===== src/hdl/thermal_runaway_monitor_defines.svh =====
// Assertion macros shared by the thermal runaway monitor RTL
`ifndef THERMAL_RUNAWAY_MONITOR_DEFINES_SVH
`define THERMAL_RUNAWAY_MONITOR_DEFINES_SVH

// same-cycle implication, checked outside reset
`define TRM_ASSERT_NOW(label, clk, rst_n, ante, cons, msg) \
    label: assert property (@(posedge clk) disable iff (!rst_n) (ante) |-> (cons)) \
        else $error(msg);

// next-cycle implication, checked outside reset
`define TRM_ASSERT_NEXT(label, clk, rst_n, ante, cons, msg) \
    label: assert property (@(posedge clk) disable iff (!rst_n) (ante) |=> (cons)) \
        else $error(msg);

`endif


===== src/hdl/trm_pkg.sv =====
// Types and constants of the thermal runaway monitor
`default_nettype none
package trm_pkg;

    typedef enum logic [1:0] {
        FAULT_SAFE    = 2'd0,
        FAULT_OVER    = 2'd1,
        FAULT_UNDER   = 2'd2,
        FAULT_RUNAWAY = 2'd3
    } t_fault;

    typedef enum logic {
        OP_EVAL  = 1'b0,
        OP_CLEAR = 1'b1
    } t_op;

    localparam int unsigned CFG_INDEX_W = 8;
    localparam int unsigned CFG_DATA_W  = 32;

    localparam logic [CFG_INDEX_W-1:0] REG_MAX_TEMP = 8'd0;
    localparam logic [CFG_INDEX_W-1:0] REG_MIN_TEMP = 8'd1;
    localparam logic [CFG_INDEX_W-1:0] REG_TIMEOUT  = 8'd2;
    localparam logic [CFG_INDEX_W-1:0] REG_MIN_RISE = 8'd3;

    localparam logic signed [15:0] RST_MAX_TEMP = 16'sd4800;
    localparam logic signed [15:0] RST_MIN_TEMP = 16'sd0;
    localparam logic [31:0]        RST_TIMEOUT  = 32'd60000;
    localparam logic [14:0]        RST_MIN_RISE = 15'd32;

    typedef struct packed {
        logic signed [15:0] max_temperature;
        logic signed [15:0] min_temperature;
        logic [31:0]        runaway_timeout_ms;
        logic [14:0]        minimum_rise;
    } t_cfg;

    typedef struct packed {
        t_op                operation;
        logic signed [15:0] measured_temperature;
        logic signed [15:0] setpoint_temperature;
        logic [7:0]         heater_duty;
        logic [15:0]        elapsed_ms;
    } t_item;

endpackage
`default_nettype wire


===== src/hdl/trm_cfg.sv =====
// Configuration register file of the thermal runaway monitor
`default_nettype none
module trm_cfg (
    input  wire logic                                 i_clk,
    input  wire logic                                 i_rst_n,
    input  wire logic                                 i_cfg_valid,
    input  wire logic [trm_pkg::CFG_INDEX_W-1:0]      i_cfg_index,
    input  wire logic [trm_pkg::CFG_DATA_W-1:0]       i_cfg_data,
    output trm_pkg::t_cfg                             o_cfg
);

    trm_pkg::t_cfg r_cfg;
    trm_pkg::t_cfg n_cfg;

    always_comb begin
        n_cfg = r_cfg;
        if (i_cfg_valid) begin
            case (i_cfg_index)
                trm_pkg::REG_MAX_TEMP: n_cfg.max_temperature    = signed'(i_cfg_data[15:0]);
                trm_pkg::REG_MIN_TEMP: n_cfg.min_temperature    = signed'(i_cfg_data[15:0]);
                trm_pkg::REG_TIMEOUT:  n_cfg.runaway_timeout_ms = i_cfg_data[31:0];
                trm_pkg::REG_MIN_RISE: n_cfg.minimum_rise       = i_cfg_data[14:0];
                default: n_cfg = r_cfg;
            endcase
        end
    end

    always_ff @(posedge i_clk) begin
        if (!i_rst_n) begin
            r_cfg.max_temperature    <= trm_pkg::RST_MAX_TEMP;
            r_cfg.min_temperature    <= trm_pkg::RST_MIN_TEMP;
            r_cfg.runaway_timeout_ms <= trm_pkg::RST_TIMEOUT;
            r_cfg.minimum_rise       <= trm_pkg::RST_MIN_RISE;
        end else begin
            r_cfg <= n_cfg;
        end
    end

    assign o_cfg = r_cfg;

endmodule
`default_nettype wire


===== src/hdl/trm_eval.sv =====
// Sample evaluation and heating state of the thermal runaway monitor
`default_nettype none
`include "thermal_runaway_monitor_defines.svh"
module trm_eval (
    input  wire logic            i_clk,
    input  wire logic            i_rst_n,
    input  wire logic            i_advance,
    input  wire trm_pkg::t_item  i_item,
    input  wire trm_pkg::t_cfg   i_cfg,
    output trm_pkg::t_fault      o_fault
);

    logic               r_heating_active;
    logic signed [15:0] r_baseline;
    logic [31:0]        r_heating_time_ms;

    logic               n_heating_active;
    logic signed [15:0] n_baseline;
    logic [31:0]        n_heating_time_ms;
    trm_pkg::t_fault    n_fault;

    logic signed [15:0] w_temp;
    logic signed [15:0] w_target;
    logic signed [15:0] w_max;
    logic signed [15:0] w_min;
    logic signed [15:0] w_base;
    logic [31:0]        w_time;
    logic [32:0]        w_sum;
    logic [31:0]        w_time_sat;
    logic signed [16:0] w_rise;
    logic signed [16:0] w_min_rise;
    logic               w_heat;
    logic               w_low_rise;
    logic               w_past_timeout;
    logic               w_past_half;

    always_comb begin
        w_temp         = i_item.measured_temperature;
        w_target       = i_item.setpoint_temperature;
        w_max          = i_cfg.max_temperature;
        w_min          = i_cfg.min_temperature;
        w_heat         = (w_target > 16'sd0) && i_item.heater_duty[7];
        w_base         = r_heating_active ? r_baseline : w_temp;
        w_time         = r_heating_active ? r_heating_time_ms : 32'd0;
        w_sum          = {1'b0, w_time} + {17'd0, i_item.elapsed_ms};
        w_time_sat     = w_sum[32] ? 32'hFFFF_FFFF : w_sum[31:0];
        w_rise         = {w_temp[15], w_temp} - {w_base[15], w_base};
        w_min_rise     = signed'({2'b00, i_cfg.minimum_rise});
        w_low_rise     = w_rise < w_min_rise;
        w_past_timeout = w_time_sat > i_cfg.runaway_timeout_ms;
        w_past_half    = {w_time_sat, 1'b0} > {1'b0, i_cfg.runaway_timeout_ms};

        n_heating_active  = r_heating_active;
        n_baseline        = r_baseline;
        n_heating_time_ms = r_heating_time_ms;
        n_fault           = trm_pkg::FAULT_SAFE;

        if (i_item.operation == trm_pkg::OP_CLEAR) begin
            n_heating_active  = 1'b0;
            n_baseline        = 16'sd0;
            n_heating_time_ms = 32'd0;
        end else if (w_temp > w_max) begin
            n_fault = trm_pkg::FAULT_OVER;
        end else if (w_temp < w_min) begin
            n_fault = trm_pkg::FAULT_UNDER;
        end else if (w_heat) begin
            n_heating_active  = 1'b1;
            n_baseline        = w_base;
            n_heating_time_ms = w_time_sat;
            if (w_past_timeout && w_low_rise) begin
                n_fault = trm_pkg::FAULT_RUNAWAY;
            end else if (w_past_half && !w_low_rise) begin
                n_baseline        = w_temp;
                n_heating_time_ms = 32'd0;
            end
        end else begin
            n_heating_active  = 1'b0;
            n_heating_time_ms = 32'd0;
        end
    end

    always_ff @(posedge i_clk) begin
        if (!i_rst_n) begin
            r_heating_active  <= 1'b0;
            r_baseline        <= 16'sd0;
            r_heating_time_ms <= 32'd0;
        end else if (i_advance) begin
            r_heating_active  <= n_heating_active;
            r_baseline        <= n_baseline;
            r_heating_time_ms <= n_heating_time_ms;
        end
    end

    assign o_fault = n_fault;

    `TRM_ASSERT_NEXT(a_clear_resets_state, i_clk, i_rst_n,
        i_advance && (i_item.operation == trm_pkg::OP_CLEAR),
        !r_heating_active && (r_heating_time_ms == 32'd0) && (r_baseline == 16'sd0),
        "clear request did not reset heating state")
    `TRM_ASSERT_NEXT(a_runaway_keeps_heating, i_clk, i_rst_n,
        i_advance && (n_fault == trm_pkg::FAULT_RUNAWAY),
        r_heating_active && (r_heating_time_ms != 32'd0),
        "runaway reported without active heating")
    `TRM_ASSERT_NOW(a_idle_timer_zero, i_clk, i_rst_n,
        !r_heating_active,
        r_heating_time_ms == 32'd0,
        "heating timer nonzero while heating inactive")

endmodule
`default_nettype wire


===== src/hdl/thermal_runaway_monitor.sv =====
// Top level of the thermal runaway monitor: handshakes and pipeline registers
// Usage:
//   Sample channel (i_in_valid/o_in_ready) carries one request per sample:
//   an operation (evaluate or clear), temperature, setpoint, duty and elapsed
//   time. Result channel (o_out_valid/i_out_ready) returns one fault code per
//   request, in order. Configuration channel (i_cfg_valid/o_cfg_ready) writes
//   the limit, timeout and minimum rise registers; it is always ready and is
//   to be used only while no request is in flight.
//   A request accepted into the input register has its result in the result
//   register once it advances, which waits while an earlier result is not taken.
//   Throughput: one request per cycle while results are taken, set by the
//   combinational evaluation between the input and result registers, which
//   also updates the heating state so the next request sees it.
//   Reset: clears both pipeline stages and the heating state, and loads the
//   registers with their defaults (4800, 0, 60000 ms, 32).
//   Stall: while the result is not taken, one more request is held in the
//   input register; after that o_in_ready drops until the result moves.
`default_nettype none
`include "thermal_runaway_monitor_defines.svh"
module thermal_runaway_monitor (
    input  wire logic                              i_clk,
    input  wire logic                              i_rst_n,
    input  wire logic                              i_in_valid,
    output logic                                   o_in_ready,
    input  wire logic                              i_operation,
    input  wire logic signed [15:0]                i_measured_temperature,
    input  wire logic signed [15:0]                i_setpoint_temperature,
    input  wire logic [7:0]                        i_heater_duty,
    input  wire logic [15:0]                       i_elapsed_ms,
    output logic                                   o_out_valid,
    input  wire logic                              i_out_ready,
    output logic [1:0]                             o_fault_code,
    input  wire logic                              i_cfg_valid,
    output logic                                   o_cfg_ready,
    input  wire logic [trm_pkg::CFG_INDEX_W-1:0]   i_cfg_index,
    input  wire logic [trm_pkg::CFG_DATA_W-1:0]    i_cfg_data
);

    logic            r_in_valid;
    trm_pkg::t_item  r_item;
    logic            r_out_valid;
    trm_pkg::t_fault r_fault;

    logic            n_in_valid;
    logic            n_out_valid;

    logic            w_advance;
    logic            w_in_take;
    trm_pkg::t_fault w_fault;
    trm_pkg::t_cfg   w_cfg;

    assign o_cfg_ready = 1'b1;

    trm_cfg u_cfg (
        .i_clk       (i_clk),
        .i_rst_n     (i_rst_n),
        .i_cfg_valid (i_cfg_valid),
        .i_cfg_index (i_cfg_index),
        .i_cfg_data  (i_cfg_data),
        .o_cfg       (w_cfg)
    );

    trm_eval u_eval (
        .i_clk     (i_clk),
        .i_rst_n   (i_rst_n),
        .i_advance (w_advance),
        .i_item    (r_item),
        .i_cfg     (w_cfg),
        .o_fault   (w_fault)
    );

    always_comb begin
        w_advance   = r_in_valid && (!r_out_valid || i_out_ready);
        o_in_ready  = !r_in_valid || w_advance;
        w_in_take   = i_in_valid && o_in_ready;
        n_in_valid  = w_in_take || (r_in_valid && !w_advance);
        n_out_valid = w_advance || (r_out_valid && !i_out_ready);
    end

    always_ff @(posedge i_clk) begin
        if (!i_rst_n) begin
            r_in_valid  <= 1'b0;
            r_out_valid <= 1'b0;
        end else begin
            r_in_valid  <= n_in_valid;
            r_out_valid <= n_out_valid;
        end
    end

    always_ff @(posedge i_clk) begin
        if (w_in_take) begin
            r_item.operation            <= trm_pkg::t_op'(i_operation);
            r_item.measured_temperature <= i_measured_temperature;
            r_item.setpoint_temperature <= i_setpoint_temperature;
            r_item.heater_duty          <= i_heater_duty;
            r_item.elapsed_ms           <= i_elapsed_ms;
        end
        if (w_advance) begin
            r_fault <= w_fault;
        end
    end

    assign o_out_valid  = r_out_valid;
    assign o_fault_code = r_fault;

    `TRM_ASSERT_NOW(a_stall_only_when_full, i_clk, i_rst_n,
        !o_in_ready,
        r_in_valid && r_out_valid && !i_out_ready,
        "sample channel stalled with room in the pipeline")

endmodule
`default_nettype wire

===== config.mk =====
export PLATFORM = sky130hd
export DESIGN_NAME = thermal_runaway_monitor
export DESIGN_NICKNAME = d
export VERILOG_FILES = /design/src/hdl/trm_pkg.sv /design/src/hdl/trm_cfg.sv /design/src/hdl/trm_eval.sv /design/src/hdl/thermal_runaway_monitor.sv
export VERILOG_INCLUDE_DIRS = /design/src /design/src/hdl
export SDC_FILE = /design/constraint.sdc
export NUM_CORES = 1
export LEC_CHECK = 0
export ABC_AREA = 1
export BUFFER_PORTS_ARGS = -buffer_cell sky130_fd_sc_hd__buf_2
export CAP_MARGIN = 10
export CELL_PAD_IN_SITES_DETAIL_PLACEMENT = 1
export CELL_PAD_IN_SITES_GLOBAL_PLACEMENT = 2
export CORE_ASPECT_RATIO = 0.5
export CORE_MARGIN = 2
export CORE_UTILIZATION = 38
export CTS_BUF_LIST = sky130_fd_sc_hd__clkbuf_16
export CTS_CLUSTER_DIAMETER = 80
export DETAILED_ROUTE_END_ITERATION = 10
export PLACE_DENSITY_LB_ADDON = 0.1
export SLEW_MARGIN = 20
export SYNTH_ARGS = -nofsm -noshare
export SYNTH_HDL_FRONTEND = slang
export SYNTH_SLANG_ARGS = --single-unit

===== constraint.sdc =====
create_clock -name i_clk -period 14.91 [get_ports i_clk]
set_input_delay 2.2365 -clock i_clk [delete_from_list [all_inputs] [get_ports i_clk]]
set_output_delay 2.2365 -clock i_clk [all_outputs]
set_load 0.05 [all_outputs]

; ---- Word-level counts from Yosys, hierarchy flattened
; Index checks and enable logic that the tools add are counted.
; W data, S select, Z words.
[totals]
reg_bits = 189
wordCells = 77
[classes]
addsub = 2
magnitude_cmp = 6
eq_ne = 5
mux = 23
n_reduce_logical = 25
[op_table]
columns = operator, count
row1 = $mux W32, 8
row2 = $mux W16, 7
row3 = $add A32 B16 Y33, 1
row4 = $gt A33 B32 Y1, 1
row5 = $gt A32 B32 Y1, 1
row6 = $lt A17 B16 Y1, 1
row7 = $sub A16 B16 Y17, 1
row8 = $eq A8 B2 Y1 const B, 2
row9 = $gt A16 B1 Y1 const B, 1
row10 = $gt A16 B16 Y1, 1
row11 = $lt A16 B16 Y1, 1
row12 = $eq A8 B1 Y1 const B, 1
row13 = $logic_not A8 Y1, 1
row14 = $reduce_and A2 Y1, 4
row15 = $logic_and A1 B1 Y1, 7
row16 = $mux W2, 3
row17 = $logic_not A1 Y1, 5
row18 = $mux W1, 5
row19 = $logic_or A1 B1 Y1, 4
row20 = $ne A2 B2 Y1 const B, 2
row21 = $reduce_and A4 Y1, 1
row22 = $reduce_and A3 Y1, 1
row23 = $reduce_bool A2 Y1, 1
row24 = $reduce_or A2 Y1, 1

; ---- Longest topological paths before layout
; Gate-level depths: netlist (run 1).
[depth]
depth_word = 11
depth_mapped = 43
depth_no_buf = 39

; ---- By module
; A second synthesis (run 1) with hierarchy kept.
[hier_totals]
hier_cells = 1678
area_unflattened_um2 = 12604.6
[by_module_without_submodules]
columns = mod, n_inst, cells_per_inst, area_each_um2
row1 = trm_eval, 1, 1134, 7414.6
row2 = trm_cfg, 1, 470, 3311.9
row3 = thermal_runaway_monitor, 1, 74, 1878.1

; ---- Least setup slack after synthesis (run 1)
; Ideal clock, no wire load.
[synth_timing]
kind = input to output
start = in i_out_ready
end = out o_in_ready
arrival_time_ps = 2717
path_slack_ps = 9956
cell_stages = 2
n_path_buf = 0
cell_sequence = inv_1 nand3_1
[synth_between]
elab_chain_cells = 3
[synth_lines]
columns = item, line
row1 = from (decl), thermal_runaway_monitor.sv:31  ; input wire logic i_out_ready,
row2 = $logic_or A1 B1 Y1, thermal_runaway_monitor.sv:73  ; w_advance = r_in_valid && (!r_out_valid || i_out_ready);
row3 = $logic_and A1 B1 Y1, thermal_runaway_monitor.sv:73
row4 = $logic_or A1 B1 Y1, thermal_runaway_monitor.sv:74  ; o_in_ready = !r_in_valid || w_advance;
row5 = to (decl), thermal_runaway_monitor.sv:24  ; output logic o_in_ready,
; Every way passes these cells.

; ---- Worst setup path after layout (run 1)
[layout_timing]
start = reg u_eval.r_heating_active
end = reg u_eval.r_heating_time_ms[6]
[layout_between]
elab_chain_cells = 11
[layout_lines]
columns = item, line
row1 = from (decl), trm_eval.sv:13  ; logic r_heating_active;
row2 = from (signal assigned), trm_eval.sv:88  ; r_heating_active <= n_heating_active;
row3 = $mux W32 or $mux W16 (tied branches), "trm_eval.sv:44, trm_eval.sv:43"
row4 = $add A32 B16 Y33 or $sub A16 B16 Y17 (tied branches), "trm_eval.sv:45, trm_eval.sv:47"
row5 = $mux W32 or $lt A17 B16 Y1 (tied branches), "trm_eval.sv:46, trm_eval.sv:49"
row6 = $gt A33 B32 Y1 or $logic_not A1 Y1 (tied branches), "trm_eval.sv:51, trm_eval.sv:72"
row7 = $logic_and A1 B1 Y1, trm_eval.sv:72  ; end else if (w_past_half && !w_low_rise) begin
row8 = $mux W32, trm_eval.sv:72
row9 = $mux W32 *, trm_eval.sv:70  ; if (w_past_timeout && w_low_rise) begin
row10 = $mux W32 *, trm_eval.sv:66  ; end else if (w_heat) begin
row11 = $mux W32 *, trm_eval.sv:64  ; end else if (w_temp < w_min) begin
row12 = $mux W32 *, trm_eval.sv:62  ; end else if (w_temp > w_max) begin
row13 = $mux W32 *, trm_eval.sv:58  ; if (i_item.operation == trm_pkg::OP_CLEAR) begin
row14 = to (signal assigned), trm_eval.sv:90  ; r_heating_time_ms <= n_heating_time_ms;
row15 = to (decl), trm_eval.sv:15  ; logic [31:0] r_heating_time_ms;
; Every way passes the cells marked *; elsewhere a longest branch is shown, timed or not. The select of a mux whose other input is x is not followed.
; A chain may end at the register's enable or synchronous reset.

==> impl_metrics.ini, run 1 <==
[sta]
relSlewSlack = 0.308
slew_viol_final = 0
fin_tns_setup_ns = 0
period_needed_ns = 6.22
hold_viol = 0
finalSetupViolCount = 0
worst_clock_skew_ns = 0.0187
timing.fmax_mhz = 161
whs_ns = 0.463
worst_pin_slew_ns = 1.04
rsz0062_at_grt = false
period_share = 0.417

[layout]
layout-drive-gt1-share = 0.107
fill_cells = 3589
layout_common_cells = nand2_1, a21oi_1, inv_1
final_common_cell = nand2_1
n_antenna_cell = 0
multi_input_area_um2 = 6250
nNetsFinal = 1793
seqCellArea_um2 = 4170
syn_to_final_growth_pct = 12.3

[drt]
viasPerCell = 5.31
drt_iter0_markers = 469
drc = 0
wl_per_cell_um = 17.6
vias = 10370
drt_pass1_iterations = 5
drt_wl_total_um = 34400
ant_nets = 0

[placed_design]
port_buffers = 98
gp_congestion = 0.813
hpwl_um = 25600

[clock_tree]
cts_root_buffer = clkbuf_16
hold_buffers = 0
cts_num_sinks = 182
clk_path_buf_depth = 2
clk_pin_slew_worst_paths_ns = 0.08
cts_tree = done
postCtsSetupBuffers = 0
htree_num_levels = 4
post_cts_resized = 0
cts_buffers = 17
clk_latency_ns = 0.47

[run]
max_cap_viol_count = 0

[setup_path]
arrival_ns = 6.53
cpPeakStageDelay_ns = 0.64
worst_setup_path_end_kind = flop
cpMostUsedCell = nand3_1
crit_slowest_cell = nand2_1
cp_max_fo = 49
cp_data_required_time_ns = 15.23
path_class = flop to flop
critical_path.startpoint_type = flop

[grt]
grtUsageTotal = 0.223
first_global_vias = 10673
grt_pass1_wl_um = 55200
grt_overflow = 0
antenna_found_initial = 0
grt_start_max_net_pins = 81

[yosys]
yosysUniqueCellTypes = 50
ys_seq_area_frac = 0.367
syn-num-nets = 1724
netlist_area_um2 = 11400
async_reset_ff_frac = 0
syn_avg_cell_area_um2 = 7.67
synthFlopType = dfxtp_1
ys_warn_count = 0
synthesis.instances = 1480
synth_edf_count = 52
synth-seq-cells = 182

[floorplanning]
ios = 107
die_height_um = 126
coreArea_um2 = 29200
die_x_um = 248
start_util = 0.389
dieArea_um2 = 31400
core.rowCount = 44

[worst_hold_path]
hp-class = flop to flop

[pwr]
vdd_drop_max_uv = 81.3
power_density_nw_per_um2 = 91.3
leakage_nw = 5.61

[run_status]
status = completed
==> sequential cells by signal (all words and copies together) (netlist names) <==
signal	flops
r_item	50
u_eval.r_heating_active	1
o_out_valid	1
u_eval.r_baseline	16
o_fault_code	2
r_in_valid	1
u_cfg.o_cfg	79
u_eval.r_heating_time_ms	32
==> power breakdown <==
part	internal, mW	switching [mW]
registers	0.519	0.00793
logic	0.0571	0.110
clock network	0.238	0.231
total	0.815	0.349
==> through the flow <==
stage	utilization	power (mW)	area, um^2	cells	setup slack (ns)
2_1_floorplan	-	0.647	11400	1480	9.96
3_3_place_gp	0.417	0.697	12200	1921	8.53
3_5_place_dp	0.417	0.706	12200	1921	8.36
4_1_cts	0.437	1.18	12700	1953	8.24
5_1_grt	0.437	1.22	12800	1953	8.03
6_report	0.437	1.16	12800	1953	8.69
==> per-layer routing <==
metal,GRT usage,vias to the layer above,share of wire
li1,-,5176,-
met1,0.292,5038,0.49
met2,0.378,119,0.47
met3,0.0378,37,0.026
met4,0.0697,0,0.018
met5,0,-,0
==> cells by family (layout without fill, tap and decap cells) <==
| logic type | count (synthesis) | in the layout | share of synthesized area |
|---|---|---|---|
| buf+inv | 245 | 327 | 0.0844 |
| fa+ha+maj | 142 | 142 | 0.158 |
| other cells | 1 | 1 | 0.000330 |
| flops | 182 | 182 | 0.367 |
| compound gates | 379 | 379 | 0.178 |
| xor+xnor | 18 | 18 | 0.0139 |
| simple gates | 513 | 513 | 0.199 |
==> worst max-delay path, delay by kind of cell, from the launching register on <==
family / cells / cell delay, ns
AO/OA/AOI/OAI: 5 / 1.06
XOR/XNOR: 1 / 0.16
adder cells (fa/ha/maj): 3 / 0.88
buffers and inverters: 3 / 0.73
flip-flops: 1 / 0.57
AND/OR/NAND/NOR: 14 / 2.59
==> synth_stat cells, types with 3 or more instances <==
cell        n  share of area
a211oi_1    4         0.0026
a21oi_1   217          0.096
a31oi_1     4         0.0022
buf_1       6         0.0020
buf_2       7         0.0031
buf_6       3         0.0030
clkbuf_1   37          0.012
clkinv_1    3        0.00099
dfxtp_1   130           0.23
edfxtp_1   52           0.14
ha_1      140           0.15
inv_1     185          0.061
nand2_1   256          0.085
nand3_1   112          0.049
nand3b_1    4         0.0026
nand4_1    19          0.010
nor2_1     79          0.026
nor3_1     10         0.0044
nor4_1      7         0.0039
nor4b_1     3         0.0023
o211ai_1   14         0.0093
o21a_1      6         0.0040
o21ai_0   111          0.049
o21ai_1     7         0.0031
o21bai_1    6         0.0040
or2_2      10         0.0055
xnor2_1     6         0.0046
xor2_1     12         0.0093
==> path summary, 6_finish.rpt <==
path,start,to,slack (ns),cells past startpoint
worst max-delay path,u_eval.r_heating_active$_SDFFE_PN0P_,u_eval.r_heating_time_ms[6]$_SDFFE_PN0P_,8.69,26
worst min-delay path,u_cfg.o_cfg[50]$_SDFFE_PN0P_,u_cfg.o_cfg[50]$_SDFFE_PN0P_,0.46,2
worst max register to register,u_eval.r_heating_active$_SDFFE_PN0P_,u_eval.r_heating_time_ms[6]$_SDFFE_PN0P_,8.69,26
worst min register to register,u_cfg.o_cfg[50]$_SDFFE_PN0P_,u_cfg.o_cfg[50]$_SDFFE_PN0P_,0.46,2
==> cell type report <==
| cell class | count | share of cell area |
|---|---|---|
| Timing Repair Buffer | 105 | 0.0426 |
| Clock inverter | 15 | 0.0129 |
| Tap cell | 391 | 0.0384 |
| Clock buffer | 17 | 0.0334 |
| Inverter | 190 | 0.0559 |
| Multi-Input combinational cell | 1053 | 0.490 |
| Sequential cell | 182 | 0.327 |
(Power assumes the default switching activity.)
==> run 2: changes to the inputs <==
--- a/config.mk
+++ b/config.mk
@@ -13,7 +13,7 @@
 export CELL_PAD_IN_SITES_GLOBAL_PLACEMENT = 2
 export CORE_ASPECT_RATIO = 0.5
 export CORE_MARGIN = 2
-export CORE_UTILIZATION = 38
+export CORE_UTILIZATION = 35
 export CTS_BUF_LIST = sky130_fd_sc_hd__clkbuf_16
 export CTS_CLUSTER_DIAMETER = 80
 export DETAILED_ROUTE_END_ITERATION = 10
==> constraint.sdc (replaced) <==
create_clock -name i_clk -period 6.4 [get_ports i_clk]
set_input_delay 0.96 -clock i_clk [delete_from_list [all_inputs] [get_ports i_clk]]
set_output_delay 0.96 -clock i_clk [all_outputs]
set_load 0.05 [all_outputs]
==> impl_metrics.ini, run 2 (same netlist as run 1, synthesis figures left out) <==
[run_status]
status = completed

[pwr]
leakage_nw = 5.66
vdd_drop_max_uv = 147
power_density_nw_per_um2 = 213
total_power_mw = 2.75

[floorplanning]
coreArea_um2 = 31800
core.rowCount = 46
die_height_um = 131
start_util = 0.357
dieArea_um2 = 34000
die_x_um = 259
ios = 107

[drt]
viasPerCell = 5.17
drt_pass1_iterations = 4
vias = 10349
wl_per_cell_um = 17.4
drt_iter0_markers = 423
drt_wl_total_um = 34800
drc = 0
ant_nets = 0

[worst_hold_path]
worstHoldPathCells = 2
hold_start = u_cfg.o_cfg[53]$_SDFFE_PN0P_
hold_end = u_cfg.o_cfg[53]$_SDFFE_PN0P_
hp-class = flop to flop

[layout]
largest_reg_flops = 79
syn_to_final_growth_pct = 13.6
design_area_um2 = 12900
n_antenna_cell = 0
layout_common_cells = nand2_1, a21oi_1, inv_1
fin_util = 0.405
layout-drive-gt1-share = 0.111
final_cells = 2002
fill_cells = 3922
nNetsFinal = 1801
final_common_cell = nand2_1

[clock_tree]
hold_buffers = 0
cts_buffers = 17
clk_pin_slew_worst_paths_ns = 0.08
post_cts_resized = 0
htree_num_levels = 4
clk_path_buf_depth = 2
cts_root_buffer = clkbuf_16
postCtsSetupBuffers = 0
cts_tree = done
clk_latency_ns = 0.46
cts_num_sinks = 182

[sta]
hold_viol = 0
relSlewSlack = 0.346
fin_tns_setup_ns = 0
rsz0062_at_grt = false
timing.fmax_mhz = 178
period_share = 0.876
whs_ns = 0.461
finalSetupViolCount = 0
worst_clock_skew_ns = 0.0169
period_needed_ns = 5.61
slew_viol_final = 0
worst_pin_slew_ns = 0.978
worst_slack_ns = 0.792

[setup_path]
reg2reg_from = u_eval.r_heating_active$_SDFFE_PN0P_
r2r_end = u_eval.r_baseline[1]$_SDFFE_PN0P_
worst_setup_path_end_kind = flop
r2r_cells = 36
crit_slowest_cell = dfxtp_2
critical_path.startpoint_type = flop
path_class = flop to flop
cpPeakStageDelay_ns = 0.59
r2r_slack_ns = 0.79
arrival_ns = 5.92
cpMostUsedCell = nand2_1
cp_max_fo = 43
cp_data_required_time_ns = 6.71

[grt]
grt_overflow = 0
grt_start_max_net_pins = 81
first_global_vias = 10723
grtUsageTotal = 0.210
grt_pass1_wl_um = 56000
antenna_found_initial = 0

[placed_design]
hpwl_um = 26300
place_inst = 1970
gp_congestion = 0.825
port_buffers = 98
place_area_um2 = 12300
dp_slack_ns = 0.785

[run]
max_cap_viol_count = 0
## run 2: cell types whose count changed in the layout (fill, tap and decap cells not counted), moves of 2 or more
cell and change:
clkinv_8 +2, inv_8 +2, inv_6 -4, inv_12 +3, buf_4 +7
## run 2: cell type report
cell class | count | area (um^2) | share of cell area
timing repair buffer | 113 | 616 | 0.0477
multi-input combinational | 1053 | 6250 | 0.484
clock inverter | 15 | 196 | 0.0152
inverter | 190 | 713 | 0.0553
clock buffer | 17 | 425 | 0.0330
sequential | 182 | 4170 | 0.323
tap | 432 | 541 | 0.0419
## run 2: per-layer routing
layer | up-vias | routed length [um] | global-route usage
li1 | 5198 | - | -
met1 | 4994 | 17100 | 0.283
met2 | 118 | 16300 | 0.349
met3 | 39 | 755 | 0.0282
met4 | 0 | 596 | 0.0620
met5 | - | 0 | 0
## run 2: worst max-delay path by stage
stage	start	to	slack [ns]	depth (start not counted)
5_1_grt	u_eval.r_heating_active$_SDFFE_PN0P_	u_eval.r_heating_time_ms[0]$_SDFFE_PN0P_	0.26	35
3_3_place_gp	u_eval.r_heating_active$_SDFFE_PN0P_	u_eval.r_baseline[1]$_SDFFE_PN0P_	0.89	38
3_5_place_dp	u_eval.r_heating_active$_SDFFE_PN0P_	u_eval.r_baseline[2]$_SDFFE_PN0P_	0.78	38
6_report	u_eval.r_heating_active$_SDFFE_PN0P_	u_eval.r_baseline[1]$_SDFFE_PN0P_	0.79	36
4_1_cts	u_eval.r_heating_active$_SDFFE_PN0P_	u_eval.r_baseline[1]$_SDFFE_PN0P_	0.71	36
2_1_floorplan	u_eval.r_heating_active$_SDFFE_PN0P_	u_eval.r_heating_time_ms[10]$_SDFFE_PN0P_	1.61	39
## run 2: where the power goes
group	internal, mW	switching, mW	leakage (nW)
sequential	1.21	0.0190	1.56
combinational	0.139	0.253	3.80
clock	0.542	0.587	0.302
## run 2: critical path, delay by kind of cell, from the launching register on
family / cells / cell delay (ns)
flops: 1 / 0.59
compound gates: 6 / 1.24
simple gates: 23 / 2.19
buf+inv: 4 / 0.44
fa+ha+maj: 3 / 0.95
